`src/ucd_pkg.sv`:
```
// ----------------------------------------------------------------------------
// ucd_pkg
// types and constants shared by the utf-8 code point decoder
// ----------------------------------------------------------------------------
package ucd_pkg;

	localparam int BYTE_W = 8;
	localparam int CP_W   = 21;
	localparam int PAY_W  = 7;

	// byte class decided by the front end
	typedef enum logic [2:0] {
		KIND_ASCII,
		KIND_LEAD2,
		KIND_LEAD3,
		KIND_LEAD4,
		KIND_CONT,
		KIND_DROP
	} ucd_kind_t;

	// one classified byte as it sits in the queue
	typedef struct packed {
		ucd_kind_t          kind;
		logic [PAY_W-1:0]   bits;
		logic               last;
	} ucd_entry_t;

endpackage

```
`src/ucd_byte_if.sv`:
```
// ----------------------------------------------------------------------------
// ucd_byte_if
// byte channel into the decoder: valid, ready and one text byte
// ----------------------------------------------------------------------------
interface ucd_byte_if;

	logic                        valid;
	logic                        ready;
	logic [ucd_pkg::BYTE_W-1:0]  text_byte;
	logic                        end_of_text;

	modport source (output valid, output text_byte, output end_of_text, input ready);
	modport sink   (input valid, input text_byte, input end_of_text, output ready);

endinterface

```
`src/ucd_cp_if.sv`:
```
// ----------------------------------------------------------------------------
// ucd_cp_if
// code point channel out of the decoder: valid, ready and one result
// ----------------------------------------------------------------------------
interface ucd_cp_if;

	logic                      valid;
	logic                      ready;
	logic [ucd_pkg::CP_W-1:0]  code_point;
	logic                      has_char;
	logic                      last_of_text;

	modport source (output valid, output code_point, output has_char,
		output last_of_text, input ready);
	modport sink   (input valid, input code_point, input has_char,
		input last_of_text, output ready);

endinterface

```
`src/utf8_codepoint_decoder_unit.sv`:
```
// path: the completing byte is written into a queue slot, then its result into the output register
// throughput: one byte per cycle while the output is taken, set by the state update in the back end
// a full output register that is not taken stalls the back end, then the queue fills
// reset: asynchronous, clears sequence state, queue pointers and output valid
// ----------------------------------------------------------------------------
// utf8_codepoint_decoder_unit
// streaming utf-8 decoder: classifying front end, queue, assembling back end
// ----------------------------------------------------------------------------
module utf8_codepoint_decoder_unit #(
	parameter int QUEUE_DEPTH = 2
) (
	input  logic       clk,
	input  logic       arst_n,
	ucd_byte_if.sink   byte_chan,
	ucd_cp_if.source   cp_chan
);

	logic                 push_valid;
	logic                 push_ready;
	ucd_pkg::ucd_entry_t  push_entry;
	logic                 pop_valid;
	logic                 pop_ready;
	ucd_pkg::ucd_entry_t  pop_entry;

	// classify incoming bytes
	ucd_front u_front (
		.byte_chan  (byte_chan),
		.push_ready (push_ready),
		.push_valid (push_valid),
		.push_entry (push_entry)
	);

	// decouple front and back end
	ucd_queue #(
		.DEPTH (QUEUE_DEPTH)
	) u_queue (
		.clk        (clk),
		.arst_n     (arst_n),
		.push_valid (push_valid),
		.push_ready (push_ready),
		.push_entry (push_entry),
		.pop_valid  (pop_valid),
		.pop_ready  (pop_ready),
		.pop_entry  (pop_entry)
	);

	// assemble code points
	ucd_back u_back (
		.clk       (clk),
		.arst_n    (arst_n),
		.pop_valid (pop_valid),
		.pop_ready (pop_ready),
		.pop_entry (pop_entry),
		.cp_chan   (cp_chan)
	);

endmodule

```
`src/ucd_front.sv`:
```
// ----------------------------------------------------------------------------
// ucd_front
// accepts text bytes and classifies each into a queue entry
// ----------------------------------------------------------------------------
module ucd_front (
	ucd_byte_if.sink              byte_chan,
	input  logic                  push_ready,
	output logic                  push_valid,
	output ucd_pkg::ucd_entry_t   push_entry
);

	logic [ucd_pkg::BYTE_W-1:0] b;

	assign b = byte_chan.text_byte;

	// a byte moves on whenever the queue has room
	assign byte_chan.ready = push_ready;
	assign push_valid      = byte_chan.valid;

	// classify by the high bits, keep only the payload bits of the byte
	always_comb begin
		push_entry.last = byte_chan.end_of_text;
		push_entry.bits = '0;
		if (b[7] == 1'b0) begin
			push_entry.kind = ucd_pkg::KIND_ASCII;
			push_entry.bits = b[6:0];
		end else if (b[7:6] == 2'b10) begin
			push_entry.kind = ucd_pkg::KIND_CONT;
			push_entry.bits = {1'b0, b[5:0]};
		end else if (b[7:5] == 3'b110) begin
			push_entry.kind = ucd_pkg::KIND_LEAD2;
			push_entry.bits = {2'b00, b[4:0]};
		end else if (b[7:4] == 4'b1110) begin
			push_entry.kind = ucd_pkg::KIND_LEAD3;
			push_entry.bits = {3'b000, b[3:0]};
		end else if (b[7:3] == 5'b11110) begin
			push_entry.kind = ucd_pkg::KIND_LEAD4;
			push_entry.bits = {4'b0000, b[2:0]};
		end else begin
			push_entry.kind = ucd_pkg::KIND_DROP;
		end
	end

endmodule

```
`src/ucd_queue.sv`:
```
// ----------------------------------------------------------------------------
// ucd_queue
// small fifo of classified bytes between front and back end
// ----------------------------------------------------------------------------
module ucd_queue #(
	parameter int DEPTH = 2
) (
	input  logic                  clk,
	input  logic                  arst_n,
	input  logic                  push_valid,
	output logic                  push_ready,
	input  ucd_pkg::ucd_entry_t   push_entry,
	output logic                  pop_valid,
	input  logic                  pop_ready,
	output ucd_pkg::ucd_entry_t   pop_entry
);

	localparam int PTR_W = (DEPTH > 1) ? $clog2(DEPTH) : 1;
	localparam int CNT_W = $clog2(DEPTH + 1);

	ucd_pkg::ucd_entry_t slot_q [DEPTH];
	logic [PTR_W-1:0]    wr_ptr_q;
	logic [PTR_W-1:0]    rd_ptr_q;
	logic [CNT_W-1:0]    count_q;
	logic                push;
	logic                pop;

	assign push_ready = (count_q != CNT_W'(DEPTH));
	assign pop_valid  = (count_q != '0);
	assign push       = push_valid && push_ready;
	assign pop        = pop_valid && pop_ready;
	assign pop_entry  = slot_q[rd_ptr_q];

	// storage, no reset needed
	always_ff @(posedge clk) begin
		if (push) begin
			slot_q[wr_ptr_q] <= push_entry;
		end
	end

	// pointers and fill level
	always_ff @(posedge clk or negedge arst_n) begin
		if (!arst_n) begin
			wr_ptr_q <= '0;
			rd_ptr_q <= '0;
			count_q  <= '0;
		end else begin
			if (push) begin
				wr_ptr_q <= (wr_ptr_q == PTR_W'(DEPTH - 1)) ? '0 : wr_ptr_q + 1'b1;
			end
			if (pop) begin
				rd_ptr_q <= (rd_ptr_q == PTR_W'(DEPTH - 1)) ? '0 : rd_ptr_q + 1'b1;
			end
			if (push && !pop) begin
				count_q <= count_q + 1'b1;
			end else if (pop && !push) begin
				count_q <= count_q - 1'b1;
			end
		end
	end

endmodule

```
`src/ucd_back.sv`:
```
// ----------------------------------------------------------------------------
// ucd_back
// sequence state, code point assembly and the output register
// ----------------------------------------------------------------------------
module ucd_back (
	input  logic                  clk,
	input  logic                  arst_n,
	input  logic                  pop_valid,
	output logic                  pop_ready,
	input  ucd_pkg::ucd_entry_t   pop_entry,
	ucd_cp_if.source              cp_chan
);

	logic [1:0]                due_q;
	logic [ucd_pkg::CP_W-1:0]  partial_q;
	logic                      out_valid_q;
	logic [ucd_pkg::CP_W-1:0]  code_q;
	logic                      has_q;
	logic                      last_q;

	logic [1:0]                due_d;
	logic [ucd_pkg::CP_W-1:0]  partial_d;
	logic [ucd_pkg::CP_W-1:0]  cp;
	logic                      done;
	logic                      emit;
	logic                      pop;

	// take an entry whenever the output register is free or draining
	assign pop_ready = !out_valid_q || cp_chan.ready;
	assign pop       = pop_valid && pop_ready;

	// next sequence state and the character completed by this entry
	always_comb begin
		due_d     = due_q;
		partial_d = partial_q;
		cp        = '0;
		done      = 1'b0;
		if (due_q != 2'd0 && pop_entry.kind == ucd_pkg::KIND_CONT) begin
			partial_d = {partial_q[ucd_pkg::CP_W-7:0], pop_entry.bits[5:0]};
			due_d     = due_q - 2'd1;
			if (due_d == 2'd0) begin
				cp        = partial_d;
				partial_d = '0;
				done      = 1'b1;
			end
		end else begin
			// no open sequence, or it broke: look at the byte afresh
			due_d     = 2'd0;
			partial_d = '0;
			case (pop_entry.kind)
				ucd_pkg::KIND_ASCII: begin
					cp   = ucd_pkg::CP_W'(pop_entry.bits);
					done = 1'b1;
				end
				ucd_pkg::KIND_LEAD2: begin
					due_d     = 2'd1;
					partial_d = ucd_pkg::CP_W'(pop_entry.bits);
				end
				ucd_pkg::KIND_LEAD3: begin
					due_d     = 2'd2;
					partial_d = ucd_pkg::CP_W'(pop_entry.bits);
				end
				ucd_pkg::KIND_LEAD4: begin
					due_d     = 2'd3;
					partial_d = ucd_pkg::CP_W'(pop_entry.bits);
				end
				default: begin
					due_d     = 2'd0;
					partial_d = '0;
				end
			endcase
		end
		// end of text always yields a result and starts clean
		if (pop_entry.last) begin
			due_d     = 2'd0;
			partial_d = '0;
		end
		emit = done || pop_entry.last;
	end

	// sequence state
	always_ff @(posedge clk or negedge arst_n) begin
		if (!arst_n) begin
			due_q     <= 2'd0;
			partial_q <= '0;
		end else if (pop) begin
			due_q     <= due_d;
			partial_q <= partial_d;
		end
	end

	// output valid
	always_ff @(posedge clk or negedge arst_n) begin
		if (!arst_n) begin
			out_valid_q <= 1'b0;
		end else if (pop) begin
			out_valid_q <= emit || (out_valid_q && !cp_chan.ready);
		end else if (cp_chan.ready) begin
			out_valid_q <= 1'b0;
		end
	end

	// output payload
	always_ff @(posedge clk) begin
		if (pop && emit) begin
			code_q <= cp;
			has_q  <= done;
			last_q <= pop_entry.last;
		end
	end

	assign cp_chan.valid        = out_valid_q;
	assign cp_chan.code_point   = code_q;
	assign cp_chan.has_char     = has_q;
	assign cp_chan.last_of_text = last_q;

endmodule

```
`src/flat_wrapper.sv`:
```
// flat-port wrapper written by rule: the top's interface ports become plain ports
module utf8_codepoint_decoder_unit_flat 
#(
	parameter int QUEUE_DEPTH = 2
)
  (clk, arst_n, byte_chan_valid, byte_chan_text_byte, byte_chan_end_of_text, byte_chan_ready, cp_chan_valid, cp_chan_code_point, cp_chan_has_char, cp_chan_last_of_text, cp_chan_ready);
  ucd_byte_if byte_chan_i ();
  ucd_cp_if cp_chan_i ();
  input  logic clk;
  input  logic arst_n;
  input wire logic [$bits(byte_chan_i.valid)-1:0] byte_chan_valid;
  input wire logic [$bits(byte_chan_i.text_byte)-1:0] byte_chan_text_byte;
  input wire logic [$bits(byte_chan_i.end_of_text)-1:0] byte_chan_end_of_text;
  output wire logic [$bits(byte_chan_i.ready)-1:0] byte_chan_ready;
  output wire logic [$bits(cp_chan_i.valid)-1:0] cp_chan_valid;
  output wire logic [$bits(cp_chan_i.code_point)-1:0] cp_chan_code_point;
  output wire logic [$bits(cp_chan_i.has_char)-1:0] cp_chan_has_char;
  output wire logic [$bits(cp_chan_i.last_of_text)-1:0] cp_chan_last_of_text;
  input wire logic [$bits(cp_chan_i.ready)-1:0] cp_chan_ready;
  assign byte_chan_i.valid = byte_chan_valid;
  assign byte_chan_i.text_byte = byte_chan_text_byte;
  assign byte_chan_i.end_of_text = byte_chan_end_of_text;
  assign byte_chan_ready = byte_chan_i.ready;
  assign cp_chan_valid = cp_chan_i.valid;
  assign cp_chan_code_point = cp_chan_i.code_point;
  assign cp_chan_has_char = cp_chan_i.has_char;
  assign cp_chan_last_of_text = cp_chan_i.last_of_text;
  assign cp_chan_i.ready = cp_chan_ready;
  utf8_codepoint_decoder_unit #(.QUEUE_DEPTH(QUEUE_DEPTH)) u_core (.clk(clk), .arst_n(arst_n), .byte_chan(byte_chan_i), .cp_chan(cp_chan_i));
endmodule
```
`config.mk`:
```
export PLATFORM = sky130hd
export DESIGN_NAME = utf8_codepoint_decoder_unit_flat
export DESIGN_NICKNAME = d
export VERILOG_FILES = /design/src/ucd_pkg.sv /design/src/ucd_byte_if.sv /design/src/ucd_cp_if.sv /design/src/utf8_codepoint_decoder_unit.sv /design/src/ucd_front.sv /design/src/ucd_queue.sv /design/src/ucd_back.sv /design/src/flat_wrapper.sv
export SDC_FILE = /design/constraint.sdc
export NUM_CORES = 1
export LEC_CHECK = 0
export ABC_AREA = 1
export BUFFER_PORTS_ARGS = -buffer_cell sky130_fd_sc_hd__buf_4
export CAP_MARGIN = 5
export CORE_ASPECT_RATIO = 0.6
export CORE_UTILIZATION = 51
export DETAILED_ROUTE_END_ITERATION = 6
export PLACE_DENSITY = 0.75
export SETUP_SLACK_MARGIN = 0.4
export SYNTH_ARGS = -nofsm -noshare
export SYNTH_HDL_FRONTEND = slang
export SYNTH_HIERARCHICAL = 1
export SYNTH_SLANG_ARGS = --single-unit
```
`constraint.sdc`:
```
create_clock -name clk -period 1.9 [get_ports clk]
set_input_delay 0.095 -clock clk [delete_from_list [all_inputs] [get_ports clk]]
set_output_delay 0.095 -clock clk [all_outputs]
set_load 0.02 [all_outputs]
```
Yosys cells after proc, flatten, opt, wreduce, memory -nomap -nowiden. Memory sizes are Yosys's and may differ from the RTL's. Cells that the tools add are included.

Memory bits (writable): 22. Word-level logic and storage cells: 72. Output and inout bits: 25. Register bits after elaboration: 45. Memories kept: 1. Bits of input ports: 13.

Memories: u_core.u_queue.slot_q (depth 2, width 11, read ports 1, clocked after Yosys merged registers in 0, wr ports 1, line ucd_queue.sv:21) `ucd_pkg::ucd_entry_t slot_q [DEPTH];`.

Equality and inequality tests: 9. $add $sub $neg: 5. Reduce and logical (&&, ||, !) cells: 21. Multiplexer cells: 27.

Operators with widths (count): $mux W15 (3); $mux W21 (2); $mux W10 (4); $mux W7 (2); $mux W1 (9); $mux W2 (4); $reduce_bool A2 Y1 (4); $logic_and A1 B1 Y1 (7); $eq A3 B2 Y1 const B (2); $eq A3 B3 Y1 const B (2); $mux W3 (2); $pmux W2 S3 (1); $eq A5 B5 Y1 const B (1); $eq A4 B4 Y1 const B (1); $logic_not A1 Y1 (4); $sub A2 B1 Y2 const B (2); $eq A3 B1 Y1 const B (1); $logic_not A3 Y1 (1); $logic_or A1 B1 Y1 (3); $reduce_or A3 Y1 (1); $add A1 B1 Y1 const B (2); $add A2 B1 Y2 const B (1); $eq A2 B2 Y1 const B (1); $logic_not A2 Y1 (1); $ne A2 B2 Y1 const B (1).

Depth between registers and ports, before layout. Gate-level depths: netlist (run 1).

Depth after elaboration: 7. Mapped depth: 10. Mapped depth without buffers: 10.

By module. Netlist (run 1), hierarchy kept.

By module, submodules not included: ucd_back (area each 1774.2 µm², seq. area each 1141.1 µm², cells an instance 177, times used 1); ucd_queue (area each 1042.2 µm², seq. area each 760.7 µm², cells an instance 86, times used 1); ucd_front (area each 127.6 µm², seq. area each 0.0 µm², cells an instance 26, times used 1).

Worst setup path before layout (run 1). No wires, ideal clock.

Path type: flip-flop to flip-flop. Start point: reg u_core.u_queue.rd_ptr_q. End point: reg u_core.u_back.code_q, in the netlist u_core/u_back/cp_chan.code_point[0] (enable). Data arrival time: 1.725 ns. Data required time: 1.522 ns. Library setup time: 0.378 ns. Cell stages (with the launch flop): 11. Setup slack: -0.202 ns. Period minus slack after synthesis: 2.102 ns. Buffers on the path: 1. Cells stage by stage: dfrtp_1 > inv_1 > buf_4 > nand2_1 > nand2_1 > inv_2 > nor2_8 > nand3_4 > nand3_1 > nand2_1 > inv_1.

RTL lines: start: declaration (line ucd_queue.sv:23) `logic [PTR_W-1:0] rd_ptr_q;`; start signal: assignment (line ucd_queue.sv:52) `rd_ptr_q <= (rd_ptr_q == PTR_W'(DEPTH - 1)) ? '0 : rd_ptr_q + 1'b1;`; end signal: assignment (line ucd_back.sv:106) `code_q <= cp;`; end: declaration (line ucd_back.sv:17) `logic [ucd_pkg::CP_W-1:0] code_q;`.

==> results of run 1 <==
-- placed cells by master (no fill, tap or decap), types with 3 or more instances in the layout --
cell,netlist,layout
nand2_1,95,87
buf_4,4,52
edfxtp_1,45,45
inv_1,41,38
dfrtp_1,22,21
nor2_1,35,19
nor2_2,1,12
nand2_2,5,11
clkbuf_8,0,9
nand3_1,9,8
nor2_4,2,7
nand2_4,3,5
clkinvlp_4,0,4
buf_12,0,4
inv_2,4,3
-- stage by stage --
step                      area [um2]  util [%]  power (W)
after floorplan                 2983         -   0.004017
after global placement          3393     60.92   0.004897
after detailed placement        3393     60.92   0.004951
after CTS                       3637     65.30   0.006162
after global routing            3867     69.43   0.006813
final                           3867     69.43   0.006437
-- area by class of cell --
type	instances	area (um2)
inverters	45	182.7
well taps	80	100.1
clock buffers	10	127.6
multi-input cells	170	949.7
fillers	409	1703
repair buffers	61	538.0
clock inverters	6	66.31
flip-flops and latches	67	1903
-- what timing repair did --
item	in CTS	in global routing
endpoints found under the setup margin	41	62
buffers inserted	3	9
resized for setup	3	37
gates cloned	0	1
endpoints found under the hold margin	24	0
pin swaps	3	12
hold buffers	2	0
-- flip-flops by register name, indices dropped and copies added, names as in the netlist --
| signal | cells |
|---|---|
| u_core/u_queue/wr_ptr_q | 1 |
| u_core/u_back/cp_chan.valid | 1 |
| u_core/u_back/due_q | 2 |
| u_core/u_queue/rd_ptr_q | 1 |
| u_core/u_back/cp_chan.has_char | 1 |
| u_core/u_back/partial_q | 15 |
| u_core/u_back/cp_chan.last_of_text | 1 |
| u_core/u_queue/count_q | 2 |
| u_core/u_queue/slot_q | 22 |
| u_core/u_back/cp_chan.code_point | 21 |
-- power groups by stage --
stage,Combinational (W),Clock (W),Sequential (W)
3_3_place_gp,0.00252,0,0.00238
4_1_cts,0.00264,0.00116,0.00236
2_1_floorplan,0.00134,0,0.00267
3_5_place_dp,0.00257,0,0.00239
5_1_grt,0.00319,0.00121,0.00241
6_report,0.00294,0.00113,0.00236
-- cells by family (layout without fill, tap and decap cells) --
group                      after synthesis  after routing
xor gates and xnor gates                 2              2
and+or+nand+nor                        157            157
buffers and inverters                   52            122
AOI/OAI and AO/OA                        8              8
DFF                                     67             67
adders and majority gates                3              3
-- metal layers --
| layer | track usage [%] | routed length (um) | vias to the layer above |
|---|---|---|---|
| li1 | - | - | 1030 |
| met1 | 27.38 | 2788 | 979 |
| met2 | 28.37 | 2555 | 62 |
| met3 | 7.949 | 378 | 6 |
| met4 | 6.832 | 72 | 0 |
| met5 | 0 | 0 | - |
-- worst min-delay path: cells and delay by family --
kind	cells	cell delay, ns
buf+inv	1	0.12
xor+xnor	1	0.05
simple gates	1	0.08
-- cells in the mapped netlist, types with 2 or more instances --
cell type  count
a21oi_1        2
buf_4          4
ha_1           3
edfxtp_1      45
nor2_1        35
inv_1         41
nand2_4        3
inv_2          4
dfrtp_1       22
nand4_1        2
nand2_2        5
nand3_1        9
o21ai_0        3
nor2_4         2
nand2_1       95
-- how the worst max path moves through the flow --
stage	end	slack (ns)	cells past startpoint
after floorplan	u_core/u_back/cp_chan.code_point[0]$_DFFE_PP_	0.06	10
after global placement	u_core/u_back/cp_chan.code_point[15]$_SDFFCE_PN0P_	0.22	10
after detailed placement	u_core/u_back/cp_chan.code_point[9]$_SDFFCE_PN0P_	0.17	10
after CTS	u_core/u_back/cp_chan.code_point[1]$_DFFE_PP_	0.24	9
after global routing	u_core/u_back/cp_chan.code_point[1]$_DFFE_PP_	0.19	9
final	u_core/u_back/cp_chan.code_point[1]$_DFFE_PP_	0.28	10
==> results_dict.tcl, run 1 <==
set metrics [dict create \
    pwr-share-seq_pct 36.7 \
    cts_buffer_depth 2 \
    antenna_found_initial 0 \
    core-area_um2 5570 \
    dp_slack_ns 0.1726 \
    clock_skew_ns 0.006013 \
    io_buffers 37 \
    status "finished clean" \
    synthCells 289 \
    synth_warnings 6 \
    pwr-share-clk_pct 17.6 \
    clock-root-buffer "clkbuf_8" \
    start_util_pct 52.85 \
    r2r_end "u_core/u_back/cp_chan.code_point[1]$_DFFE_PP_" \
    cp_top_family "flip-flops" \
    synth_xor_area_share_pct 0.8500 \
    grt_max_degree 23 \
    synth_top_family_by_area "simple AND/OR/NAND/NOR gates" \
    cts_max_level 3 \
    cap_violations 0 \
    netlist_area_um2 2944 \
    cts_tree "built" \
    hold_viol_final 0 \
    fin_crit_ns 1.615 \
    grt-ovfl-total 0 \
    synth_edf_count 45 \
    cts-buffers-inserted 9 \
    ant_nets 0 \
    dp.cells 408 \
    worstPathArrival_ns 1.67 \
    max_stage_delay_ns 0.45 \
    min_period_over_period_pct 85.01 \
    switching_share_pct 39.00 \
    switchingPower_w 0.002510 \
    crit_fanout 12 \
    core.rowCount 21 \
    design.die.area_um2 6090 \
    worstSetupStartpoint "u_core/u_queue/rd_ptr_q$_DFFE_PN0P_" \
    drtIter0Drc 98 \
    fin_cells 439 \
    avgSynthCellArea_um2 10.19 \
    required_ns 1.96 \
    track_usage_pct 19.72 \
    synth_seq_cells 67 \
    slew_violations 0 \
    die_y_um 60.85 \
    synth_flop_cell "edfxtp_1" \
    ys_types 29 \
    synth_adder_area_share_pct 1.275 \
    cp-start-kind "flip-flop" \
    ios 38 \
    yosys.area_share.simple_pct 24.22 \
    layout_setup_ws_ns 0.2848 \
    area_growth_pct 31.36 \
    routabilityCongestion 0.8866 \
    tightest_slew_ns 0.2971 \
    grt_pass1_wl_um 8583 \
    synth.yosys.seq_area_share_pct 64.60 \
    r2r_start "u_core/u_queue/rd_ptr_q$_DFFE_PN0P_" \
    slew_headroom_pct 80.19 \
    cpMaxStageDelayCell "dfrtp_2" \
    min_to "u_core/u_queue/wr_ptr_q$_DFFE_PN0P_" \
    synth_top_area_share_pct 45.90 \
    synth.area.mux_share_pct 0 \
    vias 2077 \
    hold_start "byte_chan_valid" \
    postRouteWirelength_um 5795 \
    die_w_um 100.1 \
    yosysTopAreaCell "edfxtp_1" \
    max_freq_mhz 619.1 \
    r2r_cells 10 \
    synthTopCellsByArea "edfxtp_1, dfrtp_1, nand2_1" \
    hold_path_class "in -> reg" \
    timing.critical_path.cells "inv_4 -> nand2_4 -> nand2_4 -> inv_6 -> nor2_8 -> nand3_4 -> nand3_2 -> nand2_2 -> clkinvlp_4 -> buf_12" \
    synth-compound-area-share_pct 1.615 \
    cp-end-kind "flip-flop" \
    fin_hold_ws_ns 0.04694 \
    cpMostUsedCell "nand2_4" \
    grt_pass1_vias 1787 \
    intPower_w 0.003926 \
    reg2reg_slack_ns 0.28 \
    wl_per_cell_um 13.20 \
    final_nets 370 \
    leakagePower_nw 1.759 \
    dp_hpwl_um 3841 \
    clock_sinks 67 \
    drive_gt1_share_pct 35.38 \
    vias_per_cell 4.731 \
    setup_violations 0 \
    clock_latency_ns 0.34 \
    antenna-diode-count 0 \
    drt_drc_violations_left 0 \
    ir_drop_v 0.0006795 \
    clkTransAtPathRegs_ns 0.07 \
    dr.pass1.iters 4 \
    grt_setup_unrepaired "true" \
    holdPathStages 3 \
    synth_nets 305 \
    crit_type "reg -> reg" \
    finalSetupTns_ns 0 \
    synth_async_sr_flop_share_pct 32.84 \
    power_density_nw_per_um2 1664 \
    p_comb_share_pct 45.7 \
    worst-path-buf-inv 4 \
]
Power figures use the tool's default switching activity.
==> inputs of run 2 (changes only) <==
--- a/config.mk
+++ b/config.mk
@@ -12,6 +12,7 @@
 export CORE_UTILIZATION = 51
 export DETAILED_ROUTE_END_ITERATION = 6
 export PLACE_DENSITY = 0.75
+export RECOVER_POWER = 100
 export SETUP_SLACK_MARGIN = 0.4
 export SYNTH_ARGS = -nofsm -noshare
 export SYNTH_HDL_FRONTEND = slang
==> results_dict.tcl, run 2 (synthesis gave the netlist of run 1 again) <==
set metrics [dict create \
    top_register "u_core/u_queue/slot_q" \
    crit_cells 11 \
    r2r_cells 11 \
    grt_max_degree 23 \
    final_nets 370 \
    layout_common_cells "nand2_1, edfxtp_1, inv_1, clkbuf_1, nor2_1" \
    slew_headroom_pct 17.61 \
    crit_type "reg -> reg" \
    area_growth_pct 24.56 \
    max_freq_mhz 584.1 \
    r2r_end "u_core/u_back/cp_chan.code_point[1]$_DFFE_PP_" \
    start_util_pct 52.85 \
    wl_per_cell_um 13.27 \
    dp_hpwl_um 3841 \
    drt_drc_violations_left 0 \
    hold_start "byte_chan_text_byte[7]" \
    final_util_pct 65.84 \
    fillCellCount 458 \
    holdPathStages 2 \
    power_w 0.006115 \
    status "finished clean" \
    r2r_start "u_core/u_queue/rd_ptr_q$_DFFE_PN0P_" \
    min_period_over_period_pct 90.11 \
    track_usage_pct 19.72 \
    final_common_cell "nand2_1" \
    worst-path-buf-inv 5 \
    cap_violations 0 \
    antenna_found_initial 0 \
    clkTransAtPathRegs_ns 0.07 \
    vias_per_cell 4.720 \
    cp-end-kind "flip-flop" \
    ios 38 \
    ir_drop_v 0.0006739 \
    cts_buffer_depth 2 \
    clock_sinks 67 \
    grt-ovfl-total 0 \
    ant_nets 0 \
    required_ns 2.00 \
    grt_pass1_vias 1787 \
    fin_crit_ns 1.712 \
    hold_path_class "in -> reg" \
    design.die.area_um2 6090 \
    clock_latency_ns 0.34 \
    grt_pass1_wl_um 8583 \
    reg2reg_slack_ns 0.19 \
    power_density_nw_per_um2 1667 \
    grt_setup_unrepaired "true" \
    slew_violations 0 \
    tightest_slew_ns 1.236 \
    die_y_um 60.85 \
    cp-start-kind "flip-flop" \
    place_area_um2 3393 \
    antenna-diode-count 0 \
    core-area_um2 5570 \
    cts_tree "built" \
    hold_viol_final 0 \
    cts_max_level 3 \
    final_area_um2 3667 \
    min_to "u_core/u_queue/slot_q[1][7]$_DFFE_PP_" \
    finalSetupTns_ns 0 \
    largest_reg_flops 22 \
    drive_gt1_share_pct 21.73 \
    leakagePower_nw 1.645 \
    dr.pass1.iters 4 \
    cp_top_family "buffers and inverters" \
    clock-root-buffer "clkbuf_8" \
    cpMaxStageDelayCell "dfrtp_1" \
    crit_fanout 6 \
    max_stage_delay_ns 0.47 \
    clock_skew_ns 0.006653 \
    postRouteWirelength_um 5826 \
    vias 2072 \
    setup_violations 0 \
    routabilityCongestion 0.8866 \
    drtIter0Drc 107 \
    worstPathArrival_ns 1.81 \
    timing.critical_path.cells "inv_4 -> nand2_4 -> nand2_4 -> inv_6 -> nor2_8 -> nand3_4 -> clkbuf_1 -> buf_12 -> nand2_1 -> inv_4 -> nor2_1" \
    io_buffers 37 \
    die_w_um 100.1 \
    core.rowCount 21 \
    cts-buffers-inserted 9 \
]
==> run 2: metrics by stage <==
step | cells | setup WS [ns] | hold WS, ns
detailed placement | 408 | 0.1726 | 0.006475
global placement | 408 | 0.2222 | 0.002896
CTS | 429 | 0.2428 | 0.03320
floorplan | 289 | 0.05515 | -0.2006
finish | 439 | 0.1880 | 0.06664
global route | 439 | 0.1034 | 0.05931
==> run 2: area by class of cell <==
class                           instances  area, um2  share of cell area (%)
Inverter                               45      182.7                   4.981
Tap cell                               80      100.1                   2.729
Clock inverter                          6      66.31                   1.808
Clock buffer                           10      127.6                   3.480
Multi-Input combinational cell        170      863.3                   23.54
Timing Repair Buffer                   61      425.4                   11.60
Sequential cell                        67       1902                   51.86
==> run 2: how the worst max path moves through the flow <==
stage,from,endpoint
floorplan,u_core/u_queue/rd_ptr_q$_DFFE_PN0P_,u_core/u_back/cp_chan.code_point[0]$_DFFE_PP_
global placement,u_core/u_queue/rd_ptr_q$_DFFE_PN0P_,u_core/u_back/cp_chan.code_point[15]$_SDFFCE_PN0P_
detailed placement,u_core/u_queue/rd_ptr_q$_DFFE_PN0P_,u_core/u_back/cp_chan.code_point[9]$_SDFFCE_PN0P_
CTS,u_core/u_queue/rd_ptr_q$_DFFE_PN0P_,u_core/u_back/cp_chan.code_point[1]$_DFFE_PP_
global route,u_core/u_queue/rd_ptr_q$_DFFE_PN0P_,u_core/u_back/partial_q[0]$_DFFE_PN0P_
finish,u_core/u_queue/rd_ptr_q$_DFFE_PN0P_,u_core/u_back/cp_chan.code_point[1]$_DFFE_PP_
==> run 2: metal layers <==
| layer | part of all wire, % | GRT usage [%] | up-vias | routed length [um] |
|---|---|---|---|---|
| li1 | - | - | 1030 | - |
| met1 | 48 | 27.38 | 985 | 2819 |
| met2 | 44 | 28.37 | 51 | 2557 |
| met3 | 6.5 | 7.949 | 6 | 376 |
| met4 | 1.2 | 6.832 | 0 | 72 |
| met5 | 0 | 0 | - | 0 |
==> run 2: power by group <==
group / leakage [nW] / total, W / internal, W / switching, W
combinational: 0.831 / 0.00263 / 0.000901 / 0.00173
clock: 0.0885 / 0.00113 / 0.000605 / 0.000529
sequential: 0.726 / 0.00235 / 0.00216 / 0.000194
total: 1.65 / 0.00611 / 0.00366 / 0.00245
==> run 2: what timing repair did <==
| item | in CTS | in global routing |
|---|---|---|
| setup endpoints to repair | 41 | 62 |
| setup buffers | 3 | 9 |
| hold buffers | 2 | 0 |
| pin swaps | 3 | 12 |
| hold endpoints to repair | 24 | 0 |
| gates resized for setup | 3 | 37 |
| cloned | 0 | 1 |
